==> src/rtl/prm_pkg.sv <==
`timescale 1ns / 1ps
package prm_pkg;

  localparam int DEF_TABLE_DEPTH = 16;
  localparam int MAX_RESULTS     = 16;
  localparam int RES_W           = $clog2(MAX_RESULTS + 1);
  localparam logic [7:0]  DEF_MAX_AGE = 8'd180;
  localparam logic [19:0] TOTAL_MAX   = 20'hFFFFF;

  typedef enum logic [2:0] {
    OP_SUBMIT = 3'd0,
    OP_CONFIRM = 3'd1,
    OP_CANCEL = 3'd2,
    OP_LIST = 3'd3,
    OP_COUNT = 3'd4,
    OP_TICK = 3'd5,
    OP_FLUSH = 3'd6,
    OP_CLEAR = 3'd7
  } op_t;

  localparam logic [2:0] KIND_CONFIRMED = 3'd0;
  localparam logic [2:0] KIND_NO_MATCH  = 3'd1;
  localparam logic [2:0] KIND_CANCELLED = 3'd2;
  localparam logic [2:0] KIND_EXPIRED   = 3'd3;
  localparam logic [2:0] KIND_OUTGOING  = 3'd4;
  localparam logic [2:0] KIND_FULL      = 3'd5;

  localparam logic REG_ENABLED = 1'b0;
  localparam logic REG_MAX_AGE = 1'b1;

  typedef struct packed {
    logic [31:0]        form;
    logic signed [15:0] delta;
    logic [7:0]         tag;
    logic               is_use;
    logic [15:0]        uid;
    logic [15:0]        sig;
    logic [15:0]        slot;
    logic [7:0]         age;
  } entry_t;

  typedef struct packed {
    logic [2:0]         kind;
    logic [31:0]        form;
    logic signed [15:0] delta;
    logic [7:0]         tag;
    logic [15:0]        uid;
    logic [15:0]        sig;
    logic [15:0]        slot;
    logic [19:0]        total;
    logic               amb;
  } res_t;

endpackage

==> src/rtl/pending_request_matcher.sv <==
`timescale 1ns / 1ps
// Pending request matcher: an age-ordered table of open requests, oldest first.
// Input channel (in_valid/in_ready) takes one operation word: submit, confirm,
// cancel, list, count, tick, flush or clear. Result words leave on the output
// channel (out_valid/out_ready); the final word of each operation has last set.
// Configuration (enable, max_age) sits on the APB port; write only when idle.
// Rate: one operation at a time. Submit and clear need no pass. When enabled,
// the others make one compacting pass over the table held in a single RAM with
// a registered read: each open entry is read, then evaluated and written back,
// and the pass sits between accept and start steps and finish and hand-off steps.
// Removed entries are squeezed out during the pass, so order is kept.
// Results go through a one-word hold stage (to know which word is last) and
// an output register; while the receiver stalls, the pass waits at the entry
// that wants to report and resumes when the output register frees up.
// Reset empties the table (count to zero, no clearing pass: entries beyond the
// count are never read), sets enabled to 1 and max_age to 180.
module pending_request_matcher
  import prm_pkg::*;
#(
  parameter int TABLE_DEPTH = DEF_TABLE_DEPTH
) (
  input  logic               clk,
  input  logic               rst,
  input  logic               in_valid,
  output logic               in_ready,
  input  logic [2:0]         operation,
  input  logic [31:0]        form_id,
  input  logic signed [15:0] delta,
  input  logic [7:0]         requester_tag,
  input  logic               is_use,
  input  logic [15:0]        request_uid,
  input  logic [15:0]        request_sig,
  input  logic [15:0]        slot_id,
  input  logic [15:0]        cancel_count,
  output logic               out_valid,
  input  logic               out_ready,
  output logic [2:0]         result_kind,
  output logic [31:0]        out_form_id,
  output logic signed [15:0] out_delta,
  output logic [7:0]         out_requester_tag,
  output logic [15:0]        out_uid,
  output logic [15:0]        out_sig,
  output logic [15:0]        out_slot_id,
  output logic [19:0]        outgoing_total,
  output logic               ambiguous,
  output logic               last,
  input  logic               psel,
  input  logic               penable,
  input  logic               pwrite,
  input  logic [2:0]         paddr,
  input  logic [31:0]        pwdata,
  output logic [31:0]        prdata,
  output logic               pready
);

  localparam int IW = $clog2(TABLE_DEPTH);
  localparam int CW = $clog2(TABLE_DEPTH + 1);
  localparam int EW = $bits(entry_t);

  typedef enum logic [2:0] {S_IDLE, S_START, S_RD, S_EV, S_FIN, S_DRAIN} state_t;

  state_t state;
  logic   enabled;
  logic [7:0] max_age;

  // latched operation word
  op_t                op;
  logic [31:0]        r_form;
  logic signed [15:0] r_delta;
  logic [7:0]         r_tag;
  logic               r_use;
  logic [15:0]        r_uid, r_sig, r_slot;

  logic [CW-1:0]    open_count, rd, wr;
  logic [15:0]      left;
  logic [RES_W-1:0] n;
  logic [1:0]       cand;
  logic             expiring;
  logic [19:0]      total;
  entry_t           first;

  res_t pend;
  logic pend_valid;
  res_t out_r;

  // RAM
  logic          ram_we;
  logic [IW-1:0] ram_waddr, ram_raddr;
  entry_t        ram_wdata, e;

  prm_ram #(.WIDTH(EW), .DEPTH(TABLE_DEPTH)) u_ram (
    .clk(clk), .we(ram_we), .waddr(ram_waddr), .wdata(ram_wdata),
    .raddr(ram_raddr), .rdata(e)
  );

  // config port
  assign pready = 1'b1;
  always_comb begin
    unique case (paddr[2])
      REG_ENABLED: prdata = {31'd0, enabled};
      default:     prdata = {24'd0, max_age};
    endcase
  end

  // evaluation of one entry
  logic        outg, is_match, ev_keep, ev_emit, ev_go, overdue, room;
  entry_t      ev_entry;
  res_t        ev_res;
  logic [15:0] units, take;
  logic [7:0]  age_new;
  logic [20:0] sum;
  logic        out_free, sub_we, full;

  assign out_free = !out_valid || out_ready;
  assign full     = open_count >= CW'(TABLE_DEPTH);
  assign sub_we   = state == S_START && enabled && op == OP_SUBMIT &&
                    r_delta != 16'sd0 && !full;
  assign room     = n < RES_W'(MAX_RESULTS);

  always_comb begin
    outg     = e.form == r_form && e.delta < 0 && !e.is_use;
    is_match = e.form == r_form && ((e.delta < 0) == (r_delta < 0));
    units    = 16'(-e.delta);
    take     = (units < left) ? units : left;
    age_new  = (e.age == 8'hFF) ? 8'hFF : e.age + 8'd1;
    sum      = 21'(total) + 21'(units);
    if (rd == '0) begin
      overdue = (9'(e.age) + 9'd1) > 9'(max_age);
    end else begin
      overdue = age_new > max_age || (age_new == 8'hFF && max_age == 8'hFF);
    end
    ev_keep  = 1'b1;
    ev_emit  = 1'b0;
    ev_entry = e;
    ev_res   = '0;
    ev_res.form  = e.form;
    ev_res.delta = e.delta;
    ev_res.tag   = e.tag;
    ev_res.uid   = e.uid;
    ev_res.sig   = e.sig;
    ev_res.slot  = e.slot;
    case (op)
      OP_CONFIRM: begin
        if (is_match && cand == 2'd0) ev_keep = 1'b0;
      end
      OP_CANCEL: begin
        if (outg && left != 16'd0 && room) begin
          ev_emit       = 1'b1;
          ev_res.kind   = KIND_CANCELLED;
          ev_res.delta  = 16'(-take);
          ev_keep       = take != units;
          ev_entry.delta = e.delta + $signed(take);
        end
      end
      OP_LIST: begin
        if (outg && room) begin
          ev_emit     = 1'b1;
          ev_res.kind = KIND_OUTGOING;
        end
      end
      OP_TICK: begin
        ev_entry.age = age_new;
        if (expiring && room && overdue) begin
          ev_emit     = 1'b1;
          ev_keep     = 1'b0;
          ev_res.kind = KIND_EXPIRED;
        end
      end
      OP_FLUSH: begin
        if (room) begin
          ev_emit     = 1'b1;
          ev_keep     = 1'b0;
          ev_res.kind = KIND_EXPIRED;
        end
      end
      default: ;
    endcase
    ev_go = !ev_emit || !pend_valid || out_free;
  end

  // a held word moves into the output register: displaced by a new one
  // during the pass, or as the final word of the operation
  logic out_load;
  assign out_load = (state == S_EV && ev_go && ev_emit && pend_valid) ||
                    (state == S_DRAIN && pend_valid && out_free);

  always_comb begin
    ram_raddr = rd[IW-1:0];
    if (sub_we) begin
      ram_we    = 1'b1;
      ram_waddr = open_count[IW-1:0];
      ram_wdata = '{form: r_form, delta: r_delta, tag: r_tag, is_use: r_use,
                    uid: r_uid, sig: r_sig, slot: r_slot, age: 8'd0};
    end else begin
      ram_we    = state == S_EV && ev_go && ev_keep;
      ram_waddr = wr[IW-1:0];
      ram_wdata = ev_entry;
    end
  end

  assign in_ready = state == S_IDLE;

  assign result_kind       = out_r.kind;
  assign out_form_id       = out_r.form;
  assign out_delta         = out_r.delta;
  assign out_requester_tag = out_r.tag;
  assign out_uid           = out_r.uid;
  assign out_sig           = out_r.sig;
  assign out_slot_id       = out_r.slot;
  assign outgoing_total    = out_r.total;
  assign ambiguous         = out_r.amb;

  always_ff @(posedge clk) begin
    if (rst) begin
      state      <= S_IDLE;
      enabled    <= 1'b1;
      max_age    <= DEF_MAX_AGE;
      open_count <= '0;
      pend_valid <= 1'b0;
      out_valid  <= 1'b0;
      last       <= 1'b0;
    end else begin
      if (psel && penable && pwrite && pready) begin
        unique case (paddr[2])
          REG_ENABLED: enabled <= pwdata[0];
          default:     max_age <= pwdata[7:0];
        endcase
      end

      if (out_load) begin
        out_r     <= pend;
        last      <= state == S_DRAIN;
        out_valid <= 1'b1;
      end else if (out_ready) begin
        out_valid <= 1'b0;
      end

      unique case (state)
        S_IDLE: begin
          if (in_valid) begin
            op      <= op_t'(operation);
            r_form  <= form_id;
            r_delta <= delta;
            r_tag   <= requester_tag;
            r_use   <= is_use;
            r_uid   <= request_uid;
            r_sig   <= request_sig;
            r_slot  <= slot_id;
            left    <= cancel_count;
            state   <= S_START;
          end
        end
        S_START: begin
          rd       <= '0;
          wr       <= '0;
          n        <= '0;
          cand     <= '0;
          expiring <= 1'b1;
          total    <= '0;
          if (op == OP_CLEAR) begin
            open_count <= '0;
            state      <= S_IDLE;
          end else if (!enabled) begin
            if (op == OP_CONFIRM) begin
              pend       <= '{kind: KIND_NO_MATCH, form: r_form, delta: r_delta,
                              default: '0};
              pend_valid <= 1'b1;
              state      <= S_DRAIN;
            end else begin
              state <= S_IDLE;
            end
          end else if (op == OP_SUBMIT) begin
            if (sub_we) begin
              open_count <= open_count + 1'b1;
              state      <= S_IDLE;
            end else if (r_delta != 16'sd0) begin
              pend       <= '{kind: KIND_FULL, form: r_form, delta: r_delta, tag: r_tag,
                              uid: r_uid, sig: r_sig, slot: r_slot, default: '0};
              pend_valid <= 1'b1;
              state      <= S_DRAIN;
            end else begin
              state <= S_IDLE;
            end
          end else begin
            state <= (open_count == '0) ? S_FIN : S_RD;
          end
        end
        S_RD: state <= S_EV;
        S_EV: begin
          if (ev_go) begin
            if (ev_emit) begin
              pend       <= ev_res;
              pend_valid <= 1'b1;
              n          <= n + 1'b1;
            end
            if (ev_keep) wr <= wr + 1'b1;
            if (op == OP_CONFIRM && is_match) begin
              if (cand == 2'd0) first <= e;
              if (cand != 2'd2) cand <= cand + 2'd1;
            end
            if (op == OP_CANCEL && ev_emit) left <= left - take;
            if (op == OP_COUNT && outg) begin
              total <= (sum > 21'(TOTAL_MAX)) ? TOTAL_MAX : sum[19:0];
            end
            if (op == OP_TICK && !(ev_emit && !ev_keep)) expiring <= 1'b0;
            rd <= rd + 1'b1;
            if (rd + 1'b1 == open_count) begin
              open_count <= ev_keep ? wr + 1'b1 : wr;
              state      <= S_FIN;
            end else begin
              state <= S_RD;
            end
          end
        end
        S_FIN: begin
          if (op == OP_CONFIRM) begin
            pend_valid <= 1'b1;
            if (cand == 2'd0) begin
              pend <= '{kind: KIND_NO_MATCH, form: r_form, delta: r_delta, default: '0};
            end else begin
              pend <= '{kind: KIND_CONFIRMED, form: first.form, delta: first.delta,
                        tag: first.tag, uid: first.uid, sig: first.sig,
                        slot: first.slot, total: 20'd0, amb: cand == 2'd2};
            end
          end else if (op == OP_COUNT) begin
            pend_valid <= 1'b1;
            pend       <= '{kind: KIND_OUTGOING, form: r_form, total: total, default: '0};
          end
          state <= S_DRAIN;
        end
        S_DRAIN: begin
          if (!pend_valid) begin
            state <= S_IDLE;
          end else if (out_free) begin
            pend_valid <= 1'b0;
            state      <= S_IDLE;
          end
        end
        default: state <= S_IDLE;
      endcase
    end
  end

endmodule

==> src/rtl/prm_ram.sv <==
`timescale 1ns / 1ps
module prm_ram #(
  parameter int WIDTH = 8,
  parameter int DEPTH = 16
) (
  input  logic                     clk,
  input  logic                     we,
  input  logic [$clog2(DEPTH)-1:0] waddr,
  input  logic [WIDTH-1:0]         wdata,
  input  logic [$clog2(DEPTH)-1:0] raddr,
  output logic [WIDTH-1:0]         rdata
);

  logic [WIDTH-1:0] mem [DEPTH];

  always_ff @(posedge clk) begin
    if (we) begin
      mem[waddr] <= wdata;
    end
    rdata <= mem[raddr];
  end

endmodule
==> config.mk <==
export PLATFORM = sky130hd
export DESIGN_NAME = pending_request_matcher
export DESIGN_NICKNAME = d
export VERILOG_FILES = /design/src/rtl/prm_pkg.sv /design/src/rtl/pending_request_matcher.sv /design/src/rtl/prm_ram.sv
export SDC_FILE = /design/constraint.sdc
export NUM_CORES = 2
export LEC_CHECK = 0
export CORE_ASPECT_RATIO = 0.7
export CORE_MARGIN = 3
export CORE_UTILIZATION = 55
export DETAILED_ROUTE_END_ITERATION = 6
export DONT_BUFFER_PORTS = 1
export PLACE_DENSITY = 0.7
export SYNTH_ARGS = -nofsm -noshare
export SYNTH_HDL_FRONTEND = slang
export SYNTH_SLANG_ARGS = --single-unit
==> constraint.sdc <==
create_clock -name clk -period 12.2 [get_ports clk]
set_clock_uncertainty 0.15 [all_clocks]
set_input_delay 1.22 -clock clk [delete_from_list [all_inputs] [get_ports clk]]
set_output_delay 1.22 -clock clk [all_outputs]
set_load 0.005 [all_outputs]
==> impl_results.md <==
- Status: finished, violations left
- Failing checks: design-rule violations
- PostCTS Resize Cnt: 0
- Post-DR vias/cell: 6.333
- CTS sink cnt: about 2.5k
- Clock-pin transition on the worst setup and hold timing paths: roughly 0.06 ns
- First-pass GRT wire length: about 320000 um
- WL per Instance: between 20 and 30 um
- Sequential-to-total area share from yosys stat: 0.7548
- Post-DRT Antenna Nets: 0
- Crit-path most repeated cell: ha_1
- Hold Buf Count CTS: 0
- CP startpoint kind: flop
- Pwr/cell area: ~160 nW/um^2
- Core region area: between 150000 and 200000 sq um
- H-tree lvl count: 4
- Pin count of the biggest net entering global routing: 114
- Io pins: 330
- Post-synthesis async set-or-reset flop share: 0
- Max incr delay on CP: approximately 0.76 ns
- Detailed-route via count: 47.50k
- Total grt overflow: 0
- Critical path class: flop to flop
- GRT Overall Usage: 0.2435
- Maximum VDD drop: about 0.16 mV
- Slew Limit Fails: 0
- Placed Area: approximately 100000 sq um
- Largest fanout on the critical path: 113
- Final #Nets: between 5k and 6k
- Final Cell Area: between 100000 and 150000 sq um
- CP delay by family, top: simple AND/OR/NAND/NOR gates
- HP Class: flop to flop
- Root Driver: clkbuf_16
- Drt drc: 18
- Flop2flop setup slack: 4.21 ns
- Ys flop type: edfxtp_1
- Count of final setup violators: 0
- CP cell instances: inv_1 > ha_1 > or4b_1 > nor4b_2 > xnor2_1 > ha_1 > a21o_1 > a21oi_1 > o21ai_0 > buf_4 > or2_0 > buf_4 > nand2_1 > o21ai_0 > ha_1 > or3_1 > or4_1 > o211ai_1 > a211oi_1 > o22ai_1 > nor2_4 > buf_12
- Initial antenna violation count: 4
- RSZ-0062 raised after global routing: false
- Starting Density: 0.5576
- Cell variety after synth: between 80 and 90
- DRT Pass-1 Iters: 7
- CTS buffer count: roughly 220
- Minimum clock period: about 8 ns
- Share of layout cells above drive strength 1: 0.2019
- Slew margin rel.: 0.1072
- Slowest library cell on the worst path: o22ai_1
- Mean post-synth cell area: around 20 sq um
- Final hold violation count: 0
- Worst Setup End Kind: flop
- Row count: approximately 130
- Critical path arrival: just over 8 ns
- Die Y: approximately 360 um
- Mapped Area: roughly 96000 sq um
- Post-CTS Setup Repair Bufs: 0
- Max clock buf depth: 3
- Sum of buffers and inverters on the critical path: 4
- Worst skew pair latency: ~0.85 ns
- Mapped Cells: just under 5k
- Area Overhead vs Synth: 10.73%
- Iter 0 DRT Violations: around 6.3k
- Pre-CTS WS: 4.454 ns
- GP Congestion: roughly 0.89
- Post-synth EDFFs: ~2.3k
- #FFs+latches synth: 2463
- Vias in the first global route: ~47k
- Pleak: 34.54 nW
- YS warnings: 0
- Critical Path RT: approximately 12 ns
- Die area: ~180000 sq um
- Die W: roughly 510 um
- Port Buf Inserts: 0
- CTS tree: yes
- Final Cycle Share: 0.6547
- Routed Wire Length: between 200000 and 250000 um
- Post-DP HPWL: roughly 110000 um
- Max Freq: about 130 MHz
- Post-route setup TNS: 0 ns
- Fill cell count: roughly 12k
- Final WS setup: ~4.2 ns
- Total chip power: ~18 mW
- Worst-margin pin slew: approximately 1.3 ns
- Maxcap violations: 0
cells in the mapped netlist (6+ instances only):
library cell  instances  area [sq um]
clkbuf_1            174         653.1
nand2_1             450          1689
a21o_1               17         127.6
dfxtp_1             133          2663
mux2i_1              21         210.2
nor4_1               15         93.84
and2_1               25         156.4
nand4_1              24         150.1
o31ai_1               9         67.56
o21a_1               16         120.1
mux4_2              565         12720
buf_4                25         187.7
and4_1                6         52.55
a31oi_1              14         87.58
a222oi_1             60         600.6
nor3_1               43         215.2
a221o_1               6         60.06
nor3b_1               6         45.04
nor2b_1              14         87.58
o211ai_1             17         127.6
a21oi_1              85         425.4
or3_1                11         68.82
xnor2_1              88         770.7
o21ai_0              76         380.4
a211oi_1             14         105.1
buf_1                49         183.9
inv_1               134         503.0
xor2_1               39         341.6
a22oi_1              38         285.3
nand3_1              34         170.2
nor2_1              125         469.2
and3_1               16         100.1
o21ai_1               8         40.04
ha_1                 93          1164
edfxtp_1           2330         69970
nand2b_1             20         125.1
final cells by class:
class                           count  area (sq um)  area share
Tap cell                         2322          2905     0.02727
Clock buffer                      285          5857     0.05497
Inverter                          134         503.0    0.004721
Sequential cell                  2463         72630      0.6816
Timing Repair Buffer               88         898.4    0.008431
Multi-Input combinational cell   2078         22320      0.2095
Clock inverter                    129          1433     0.01345
Antenna cell                        1         2.502  0.00002349
flip-flops by register name (all words and copies together), names as in the netlist, 20 cells and up:
name	count
first	104
u_ram.rdata	113
outgoing_total	20
u_ram.mem	1808
out_form_id	32
pend	128
r_form	32
total	20
where the power goes:
part / internal (mW) / leakage, nW / switching (mW) / total [mW]
sequential: 9.47 / 22.1 / 0.107 / 9.58
combinational: 0.379 / 8.87 / 0.651 / 1.03
clock: 3.88 / 3.53 / 3.07 / 6.96
worst paths after layout:
kind | start | end | cells past startpoint
worst min-delay path | pend[109] | out_form_id[16] | 0
worst max-delay path | u_ram.rdata[65] | u_ram.mem[1][98] | 22
worst min register to register | pend[109] | out_form_id[16] | 0
worst max register to register | u_ram.rdata[65] | u_ram.mem[1][98] | 22
through the flow:
| step | util | hold WS (ns) | cells |
|---|---|---|---|
| floorplan | - | 0.2503 | 4928 |
| global route | 0.6174 | 0.2556 | 7499 |
| global placement | 0.5752 | 0.2547 | 7085 |
| finish | 0.6175 | 0.2604 | 7500 |
| detailed placement | 0.5752 | 0.2545 | 7085 |
| CTS | 0.6174 | 0.2443 | 7499 |
cell usage in the layout, fill, tap and decap left out, types with 22 or more instances in the layout:
cell type     n
buf_4        69
clkbuf_16   218
inv_1       133
nor2_1      105
a21oi_1      84
o21ai_0      76
ha_1         93
dfxtp_1     133
a222oi_1     60
nand4_1      24
xnor2_1      88
clkinv_2     39
and2_1       24
edfxtp_1   2330
mux4_2      565
conb_1       25
clkbuf_1     52
bufinv_16    22
nor3_1       42
xor2_1       39
nand2_1     449
nand3_1      34
clkinv_1     31
a22oi_1      38
cells by family (layout without fill, tap and decap cells):
kind of cell,after synthesis,in the layout,share of synthesized area
other cells,2,26,0.00007805
xor+xnor,127,127,0.01156
fa+ha+maj,96,96,0.01272
flops,2463,2463,0.7548
compound gates,420,420,0.03102
buf+inv,387,636,0.01620
simple gates,821,821,0.03887
mux,589,589,0.1348
metal layers:
layer / track usage / vias to the layer above / wire length [um]
met5: 0 / - / 0
met4: 0.05635 / 0 / 4464
met3: 0.04742 / 276 / 19090
met2: 0.3751 / 2287 / 103400
met1: 0.3664 / 24950 / 92200
li1: - / 19980 / -
No activity file was read; power rests on OpenSTA's default activity.
